## src/sv/wbst_pkg.sv

```systemverilog
`timescale 1ns / 1ps
`default_nettype none
// ----------------------------------------------------------------------------
// White blob steering tracker package
// Field widths, drive command constants and the divider step count.
// ----------------------------------------------------------------------------
package wbst_pkg;

    localparam int unsigned CHAN_W  = 8;
    localparam int unsigned COL_W   = 12;
    localparam int unsigned FW_W    = 13;
    localparam int unsigned LIN_W   = 12;
    localparam int unsigned ANG_W   = 16;
    // w - min - max stays within [-8190, 8191]
    localparam int unsigned NUM_W   = 15;
    // quotient bits when |num| < w (Q2.14 fraction)
    localparam int unsigned QUO_W   = 14;
    localparam int unsigned CNT_W   = 4;

    typedef logic [CHAN_W-1:0]        chan_t;
    typedef logic [COL_W-1:0]         col_t;
    typedef logic [FW_W-1:0]          fw_t;
    typedef logic [LIN_W-1:0]         lin_t;
    typedef logic signed [ANG_W-1:0]  ang_t;
    typedef logic signed [NUM_W-1:0]  num_t;
    typedef logic [QUO_W-1:0]         quo_t;
    typedef logic [CNT_W-1:0]         cnt_t;

    localparam chan_t WHITE_LEVEL = 8'd255;
    localparam lin_t  LIN_FOUND   = 12'd3277;
    localparam lin_t  LIN_SEARCH  = 12'd1638;
    localparam lin_t  LIN_STOP    = 12'd0;
    localparam ang_t  ANG_ONE     = 16'sd16384;
    localparam ang_t  ANG_ZERO    = 16'sd0;
    localparam cnt_t  DIV_LAST    = 4'd13;
    localparam fw_t   WIDTH_RESET = 13'd640;

endpackage
`default_nettype wire

```

## src/sv/white_blob_steering_tracker_unit.sv

```systemverilog
`timescale 1ns / 1ps
`default_nettype none
// ----------------------------------------------------------------------------
// White blob steering tracker
// Tracks the white pixel column span of each frame and issues a drive
// command on the frame's last pixel when the command changes.
// ----------------------------------------------------------------------------
// Usage:
//   s_* carries one pixel per transaction (colour channels, column index and
//   a frame_end flag). m_* carries a drive command (linear speed, Q2.14
//   angular rate), given only when it differs from the last command sent.
//   cfg_* writes frame_width; it is always ready and is meant to be written
//   while no frame_end pixel is in progress.
//   An ordinary pixel leaves the block idle: s_ready stays high, so pixels
//   stream at one per cycle.
//   A frame_end pixel with white seen goes through capture, range check,
//   14 restoring divide steps through one shared subtract/compare and command
//   hand-off; the divide steps are skipped when |w - min - max| is at or past
//   the width and the turn saturates. Without white it goes from capture
//   straight to hand-off, where the command is loaded onto m_*.
//   The command sits in an output register; pixels keep flowing while it
//   waits. If the receiver stalls and a new command is ready, the block
//   holds in the hand-off step with s_ready low until m_ready frees the
//   register.
//   Reset (aresetn low, synchronous) clears the tracking, the last command
//   (0, 0) and sets frame_width to 640 (MAX_WIDTH if smaller).
// ----------------------------------------------------------------------------
module white_blob_steering_tracker_unit #(
    parameter int MAX_WIDTH = 4096
) (
    input  wire                         aclk,
    input  wire                         aresetn,
    // configuration
    input  wire                         cfg_valid,
    output logic                        cfg_ready,
    input  wire  [wbst_pkg::FW_W-1:0]   cfg_data,
    // pixel input
    input  wire                         s_valid,
    output logic                        s_ready,
    input  wire  [wbst_pkg::CHAN_W-1:0] s_red,
    input  wire  [wbst_pkg::CHAN_W-1:0] s_green,
    input  wire  [wbst_pkg::CHAN_W-1:0] s_blue,
    input  wire  [wbst_pkg::COL_W-1:0]  s_column,
    input  wire                         s_frame_end,
    // command output
    output logic                        m_valid,
    input  wire                         m_ready,
    output logic [wbst_pkg::LIN_W-1:0]  m_linear_speed,
    output logic signed [wbst_pkg::ANG_W-1:0] m_angular_rate
);

    localparam logic [1:0] ST_IDLE = 2'd0;
    localparam logic [1:0] ST_PREP = 2'd1;
    localparam logic [1:0] ST_DIV  = 2'd2;
    localparam logic [1:0] ST_PUSH = 2'd3;

    localparam logic [31:0] MAX_W32   = 32'(MAX_WIDTH);
    localparam logic [31:0] RESET_W32 = (32'(wbst_pkg::WIDTH_RESET) > MAX_W32) ?
                                        MAX_W32 : 32'(wbst_pkg::WIDTH_RESET);

    logic [1:0]          state_reg, state_next;
    wbst_pkg::fw_t       width_reg, width_next;
    wbst_pkg::col_t      min_reg, min_next;
    wbst_pkg::col_t      max_reg, max_next;
    logic                seen_frame_reg, seen_frame_next;
    logic                seen_ever_reg, seen_ever_next;
    wbst_pkg::lin_t      last_lin_reg, last_lin_next;
    wbst_pkg::ang_t      last_ang_reg, last_ang_next;
    wbst_pkg::lin_t      cmd_lin_reg, cmd_lin_next;
    wbst_pkg::ang_t      cmd_ang_reg, cmd_ang_next;
    wbst_pkg::num_t      num_reg, num_next;
    logic [wbst_pkg::FW_W-1:0] rem_reg, rem_next;
    wbst_pkg::quo_t      quo_reg, quo_next;
    wbst_pkg::cnt_t      cnt_reg, cnt_next;
    logic                m_valid_reg, m_valid_next;
    wbst_pkg::lin_t      m_lin_reg, m_lin_next;
    wbst_pkg::ang_t      m_ang_reg, m_ang_next;

    logic                in_fire;
    logic                is_white;
    wbst_pkg::col_t      pix_min, pix_max;
    wbst_pkg::num_t      num_abs;
    logic [wbst_pkg::FW_W:0]   rem_dbl;
    logic [wbst_pkg::FW_W+1:0] div_diff;
    wbst_pkg::quo_t      quo_step;
    wbst_pkg::ang_t      quo_mag;
    wbst_pkg::fw_t       cfg_width;

    assign cfg_ready      = 1'b1;
    assign s_ready        = (state_reg == ST_IDLE);
    assign in_fire        = s_valid && s_ready;
    assign m_valid        = m_valid_reg;
    assign m_linear_speed = m_lin_reg;
    assign m_angular_rate = m_ang_reg;

    assign is_white = (s_red == wbst_pkg::WHITE_LEVEL) && (s_green == wbst_pkg::WHITE_LEVEL)
                      && (s_blue == wbst_pkg::WHITE_LEVEL);

    // column span including the current pixel
    always_comb begin
        pix_min = min_reg;
        pix_max = max_reg;
        if (is_white) begin
            if (!seen_frame_reg) begin
                pix_min = s_column;
                pix_max = s_column;
            end else begin
                if (s_column < min_reg) pix_min = s_column;
                if (s_column > max_reg) pix_max = s_column;
            end
        end
    end

    // width clamp to [1, MAX_WIDTH]
    always_comb begin
        cfg_width = cfg_data;
        if (cfg_data == '0) begin
            cfg_width = wbst_pkg::FW_W'(1);
        end else if (32'(cfg_data) > MAX_W32) begin
            cfg_width = MAX_W32[wbst_pkg::FW_W-1:0];
        end
    end

    // shared divide step: shift remainder, trial subtract
    assign num_abs  = num_reg[wbst_pkg::NUM_W-1] ? -num_reg : num_reg;
    assign rem_dbl  = {rem_reg, 1'b0};
    assign div_diff = {1'b0, rem_dbl} - {2'b00, width_reg};
    assign quo_step = {quo_reg[wbst_pkg::QUO_W-2:0], ~div_diff[wbst_pkg::FW_W+1]};
    assign quo_mag  = wbst_pkg::ang_t'({2'b00, quo_step});

    always_comb begin
        state_next      = state_reg;
        width_next      = width_reg;
        min_next        = min_reg;
        max_next        = max_reg;
        seen_frame_next = seen_frame_reg;
        seen_ever_next  = seen_ever_reg;
        last_lin_next   = last_lin_reg;
        last_ang_next   = last_ang_reg;
        cmd_lin_next    = cmd_lin_reg;
        cmd_ang_next    = cmd_ang_reg;
        num_next        = num_reg;
        rem_next        = rem_reg;
        quo_next        = quo_reg;
        cnt_next        = cnt_reg;
        m_valid_next    = m_valid_reg && !m_ready;
        m_lin_next      = m_lin_reg;
        m_ang_next      = m_ang_reg;

        if (cfg_valid && cfg_ready) begin
            width_next = cfg_width;
        end

        case (state_reg)
            ST_IDLE: begin
                if (in_fire) begin
                    if (!s_frame_end) begin
                        min_next        = pix_min;
                        max_next        = pix_max;
                        seen_frame_next = seen_frame_reg || is_white;
                    end else begin
                        min_next        = '0;
                        max_next        = '0;
                        seen_frame_next = 1'b0;
                        num_next        = wbst_pkg::num_t'({2'b00, width_reg})
                                          - wbst_pkg::num_t'({3'b000, pix_min})
                                          - wbst_pkg::num_t'({3'b000, pix_max});
                        if (seen_frame_reg || is_white) begin
                            seen_ever_next = 1'b1;
                            cmd_lin_next   = wbst_pkg::LIN_FOUND;
                            state_next     = ST_PREP;
                        end else if (!seen_ever_reg) begin
                            cmd_lin_next = wbst_pkg::LIN_SEARCH;
                            cmd_ang_next = wbst_pkg::ANG_ONE;
                            state_next   = ST_PUSH;
                        end else begin
                            cmd_lin_next = wbst_pkg::LIN_STOP;
                            cmd_ang_next = wbst_pkg::ANG_ZERO;
                            state_next   = ST_PUSH;
                        end
                    end
                end
            end
            ST_PREP: begin
                // an offset |w - min - max| at or past the width saturates to full turn
                if ({2'b00, width_reg} <= num_abs) begin
                    cmd_ang_next = num_reg[wbst_pkg::NUM_W-1] ? -wbst_pkg::ANG_ONE
                                                                : wbst_pkg::ANG_ONE;
                    state_next   = ST_PUSH;
                end else begin
                    rem_next   = num_abs[wbst_pkg::FW_W-1:0];
                    quo_next   = '0;
                    cnt_next   = '0;
                    state_next = ST_DIV;
                end
            end
            ST_DIV: begin
                if (!div_diff[wbst_pkg::FW_W+1]) begin
                    rem_next = div_diff[wbst_pkg::FW_W-1:0];
                end else begin
                    rem_next = rem_dbl[wbst_pkg::FW_W-1:0];
                end
                quo_next = quo_step;
                cnt_next = cnt_reg + wbst_pkg::cnt_t'(1);
                if (cnt_reg == wbst_pkg::DIV_LAST) begin
                    // truncation toward zero: divide magnitude, then restore sign
                    cmd_ang_next = num_reg[wbst_pkg::NUM_W-1] ? -quo_mag : quo_mag;
                    state_next   = ST_PUSH;
                end
            end
            ST_PUSH: begin
                if ((cmd_lin_reg == last_lin_reg) && (cmd_ang_reg == last_ang_reg)) begin
                    state_next = ST_IDLE;
                end else if (!m_valid_reg || m_ready) begin
                    m_valid_next  = 1'b1;
                    m_lin_next    = cmd_lin_reg;
                    m_ang_next    = cmd_ang_reg;
                    last_lin_next = cmd_lin_reg;
                    last_ang_next = cmd_ang_reg;
                    state_next    = ST_IDLE;
                end
            end
            default: begin
                state_next = ST_IDLE;
            end
        endcase
    end

    always_ff @(posedge aclk) begin
        if (!aresetn) begin
            state_reg      <= ST_IDLE;
            width_reg      <= RESET_W32[wbst_pkg::FW_W-1:0];
            min_reg        <= '0;
            max_reg        <= '0;
            seen_frame_reg <= 1'b0;
            seen_ever_reg  <= 1'b0;
            last_lin_reg   <= '0;
            last_ang_reg   <= '0;
            m_valid_reg    <= 1'b0;
        end else begin
            state_reg      <= state_next;
            width_reg      <= width_next;
            min_reg        <= min_next;
            max_reg        <= max_next;
            seen_frame_reg <= seen_frame_next;
            seen_ever_reg  <= seen_ever_next;
            last_lin_reg   <= last_lin_next;
            last_ang_reg   <= last_ang_next;
            m_valid_reg    <= m_valid_next;
        end
    end

    always_ff @(posedge aclk) begin
        cmd_lin_reg <= cmd_lin_next;
        cmd_ang_reg <= cmd_ang_next;
        num_reg     <= num_next;
        rem_reg     <= rem_next;
        quo_reg     <= quo_next;
        cnt_reg     <= cnt_next;
        m_lin_reg   <= m_lin_next;
        m_ang_reg   <= m_ang_next;
    end

`ifndef SYNTHESIS
    // the command on the output is always the one recorded as last sent
    assert property (@(posedge aclk) disable iff (!aresetn)
        m_valid |-> (m_linear_speed == last_lin_reg && m_angular_rate == last_ang_reg))
        else $error("output command differs from recorded last command");

    assert property (@(posedge aclk) disable iff (!aresetn)
        m_valid |-> (m_linear_speed == wbst_pkg::LIN_STOP
                     || m_linear_speed == wbst_pkg::LIN_SEARCH
                     || m_linear_speed == wbst_pkg::LIN_FOUND))
        else $error("linear speed outside the three command levels");

    assert property (@(posedge aclk) disable iff (!aresetn)
        m_valid |-> (m_angular_rate <= wbst_pkg::ANG_ONE
                     && m_angular_rate >= -wbst_pkg::ANG_ONE))
        else $error("angular rate beyond saturation");

    assert property (@(posedge aclk) disable iff (!aresetn)
        (state_reg == ST_DIV) |-> (cnt_reg <= wbst_pkg::DIV_LAST))
        else $error("divide step count overran");

    assert property (@(posedge aclk) disable iff (!aresetn)
        seen_ever_reg |=> seen_ever_reg)
        else $error("seen-ever flag cleared outside reset");
`endif

endmodule
`default_nettype wire

```

## config.mk

```make
export PLATFORM = sky130hd
export DESIGN_NAME = white_blob_steering_tracker_unit
export DESIGN_NICKNAME = d
export VERILOG_FILES = /design/src/sv/wbst_pkg.sv /design/src/sv/white_blob_steering_tracker_unit.sv
export SDC_FILE = /design/constraint.sdc
export NUM_CORES = 1
export LEC_CHECK = 0
export BUFFER_PORTS_ARGS = -buffer_cell sky130_fd_sc_hd__buf_4
export CAP_MARGIN = 20
export CELL_PAD_IN_SITES_DETAIL_PLACEMENT = 1
export CELL_PAD_IN_SITES_GLOBAL_PLACEMENT = 2
export CORE_ASPECT_RATIO = 0.5
export CORE_MARGIN = 2
export CORE_UTILIZATION = 35
export DETAILED_ROUTE_END_ITERATION = 8
export GPL_TIMING_DRIVEN = 0
export PLACE_DENSITY_LB_ADDON = 0.1
export RECOVER_POWER = 25
export SLEW_MARGIN = 30
export SYNTH_ARGS = -nofsm -noshare
export SYNTH_HDL_FRONTEND = slang
export SYNTH_SLANG_ARGS = --single-unit
```

## constraint.sdc

```tcl
create_clock -name aclk -period 5.7 [get_ports aclk]
set_clock_uncertainty 0.05 [all_clocks]
set_input_delay 1.14 -clock aclk [delete_from_list [all_inputs] [get_ports aclk]]
set_output_delay 1.14 -clock aclk [all_outputs]
set_load 0.02 [all_outputs]
```

==> results.cfg <==
[yosys]
synth.mux.area_fraction_pct = 3.48
synthAdderAreaFrac_pct = 11.6
yosysSeqAreaShare_pct = 40.0
syn_area_per_cell_um2 = 9.54
async_flop_share_pct = 0
ys_types = 71
syn_area_mm2 = 0.00929
ys_ff_latch = 144
synth_top_family_by_area = compound AO/OA/AOI/OAI gates
synth_ff_type = edfxtp_1
synth_compound_area_share_pct = 18.9
synth-edff-count = 83
yosysWarnings = 0
synth_xor_area_share_pct = 5.94
syn_inst = 974
yosys.area_share.simple_pct = 14.7

[floorplanning]
initial_core_util_pct = 35.4
die_w_um = 234
rows = 42
dieArea_mm2 = 0.0279
io_pins = 86
coreArea_mm2 = 0.0263
fp.dieH_um = 119

[cts]
cts.sinks = 144
cts.path.max_buffers = 2
cts_buffers = 17
cts_root_buffer = clkbuf_16
cts_tree = built
clkTransAtPathRegs_ps = 70
postCtsHoldBufs = 0
clock_latency_ps = 450
h-tree-depth = 4

[worst_hold_path]
hold_path_class = register to register
hp-start = max_reg[1]

[layout]
drive_above_1_share_pct = 14.5
fillers = 3019
layout.nets = 1220
area_delta_synth_final_pct = 18.5
final_core_util_pct = 41.9
antennaDiodeCount = 0

[setup_path]
cpLargestDelayFamily = compound AO/OA/AOI/OAI gates
worstReg2RegStart = min_reg[5]
end_kind = register
cp_slowest_cell = fa_2
crit_path_start_kind = input port
crit_buf_inv = 4
worstPathArrival_ps = 5680
critical_path.max_stage_delay_ps = 560
path_cells = buf_4, ha_1, a21o_1, a221oi_1, o21ai_1, a211o_2, clkbuf_4, nand3_1, o21ai_0, ha_1, fa_2, inv_1, ha_1, nor2b_1, o21a_1, a311o_1, o31ai_4, buf_4, o21bai_1, a21oi_1, xnor2_1
worstPathRequired_ps = 5850
cp_max_fo = 10
critPathKind = input port to register
startpoint = s_column[5]
critPathMostFrequentCell = ha_1

[detailed_routing]
via_count = 7649
wl_per_cell_um = 19.3
first_pass_iters = 5
vias_per_cell = 5.29
first_iter_violations = 416
detail-route-antenna-nets = 0
drc = 0
wl_um = 27900

[global_routing]
grt_pass1_vias = 8084
antenna_found_initial = 0
grt_max_degree = 21
grt_usage_pct = 20.9
overflow = 0
grt_pass1_wl_um = 44100

[sta]
max_slew_margin_pct = 32.8
setup-tns-final_ps = 0
tightest_slew_ps = 1010
fmax_mhz = 181
hold_violations = 0
min_period_over_period_pct = 97.0
rsz0062_at_grt = yes
fin_crit_ps = 5530
finalMaxSlewViolations = 0
setup_viol = 0
fin_hold_ws_ps = 431

[power_and_ir_drop]
power_density_mw_per_mm2 = 364
ir_worst_vdd_uv = 211
total_power_mw = 4.01
leakage_nw = 4.41

[place]
io_buffers = 81
gp_congestion = 0.820
hpwl_um = 21700

[flow_run]
drv_cap = 0

[outcome]
status = complete, no violations
## logic make-up after synthesis
group                    Yosys count
buffers and inverters            118
flip-flops                       144
XOR/XNOR                          63
adder cells (fa/ha/maj)           84
AND/OR/NAND/NOR                  279
other                              2
AO/OA/AOI/OAI                    252
multiplexers                      32
## power by group
group          switching (mW)  internal, mW  leakage, nW  total, mW
Combinational           0.852         0.542         2.88       1.39
Sequential              0.160          1.40         1.27       1.56
Clock                   0.490         0.563        0.261       1.05
Total                    1.50          2.51         4.41       4.01
## metal layers
| layer | vias up | routed length (µm) | GRT usage [%] |
|---|---|---|---|
| met4 | 0 | 792 | 7.94 |
| met2 | 137 | 13000 | 34.4 |
| met1 | 3704 | 13200 | 26.9 |
| met5 | - | 0 | 0 |
| met3 | 38 | 911 | 4.26 |
| li1 | 3770 | - | - |
## layout by cell type (no fill, tap or decap), types with 30 or more instances in the layout
cell type,synthesis,layout
a21oi_1,69,62
buf_4,12,85
clkbuf_1,31,43
dfxtp_1,61,61
edfxtp_1,83,83
ha_1,81,80
inv_1,70,70
mux2i_1,30,30
nand2_1,53,52
nor2_1,88,88
xor2_1,41,41
## synthesized netlist by cell type (14+ instances only)
master | instances | area (µm²)
xor2_1 | 41 | 359
nand2_1 | 53 | 199
a21o_1 | 16 | 120
nor3_1 | 23 | 115
o21ai_0 | 31 | 155
a21oi_1 | 69 | 345
ha_1 | 81 | 1010
nor2_1 | 88 | 330
mux2i_1 | 30 | 300
nor2b_1 | 14 | 87.6
edfxtp_1 | 83 | 2490
o32ai_1 | 15 | 131
dfxtp_1 | 61 | 1220
a31oi_1 | 22 | 138
and3_1 | 15 | 93.8
inv_1 | 70 | 263
and2_1 | 19 | 119
xnor2_1 | 22 | 193
o21a_1 | 18 | 135
clkbuf_1 | 31 | 116
## final cells by class
type | instances | area (µm²) | share of cell area [%]
well taps | 352 | 440 | 4.00
repair buffers | 87 | 608 | 5.52
plain buffers | 48 | 245 | 2.23
flip-flops and latches | 144 | 3710 | 33.7
clock inverters | 13 | 104 | 0.943
inverters | 70 | 263 | 2.39
multi-input cells | 713 | 5200 | 47.3
clock buffers | 19 | 433 | 3.93
## tightest hold or removal path, cell delays in order (launching register included)
cell,delay (ps)
dfxtp_1,310
nand2_1,50
o32ai_1,70
## timing repair
| action | 4_1_cts | 5_1_grt |
|---|---|---|
| setup endpoints to repair | 5 | 5 |
| setup buffers | 1 | 4 |
| gates resized for setup | 14 | 19 |
| pin swaps | 2 | 5 |
## through the flow
step           std cells  instance area, µm²  setup WS, ps
6_report            1446               11000           171
5_1_grt             1446               11000         -94.0
4_1_cts             1442               11000          34.7
3_5_place_dp        1409               10400          -768
3_3_place_gp        1408               10300          -797
2_1_floorplan        975                9290           205
## worst paths after layout
path           endpoint  slack, ps  cells after the start
max          num_reg[9]        170                     21
min          max_reg[1]        430                      2
max reg2reg  num_reg[9]        520                     21
min reg2reg  max_reg[1]        430                      2
No activity file was read; power rests on OpenSTA's default activity.
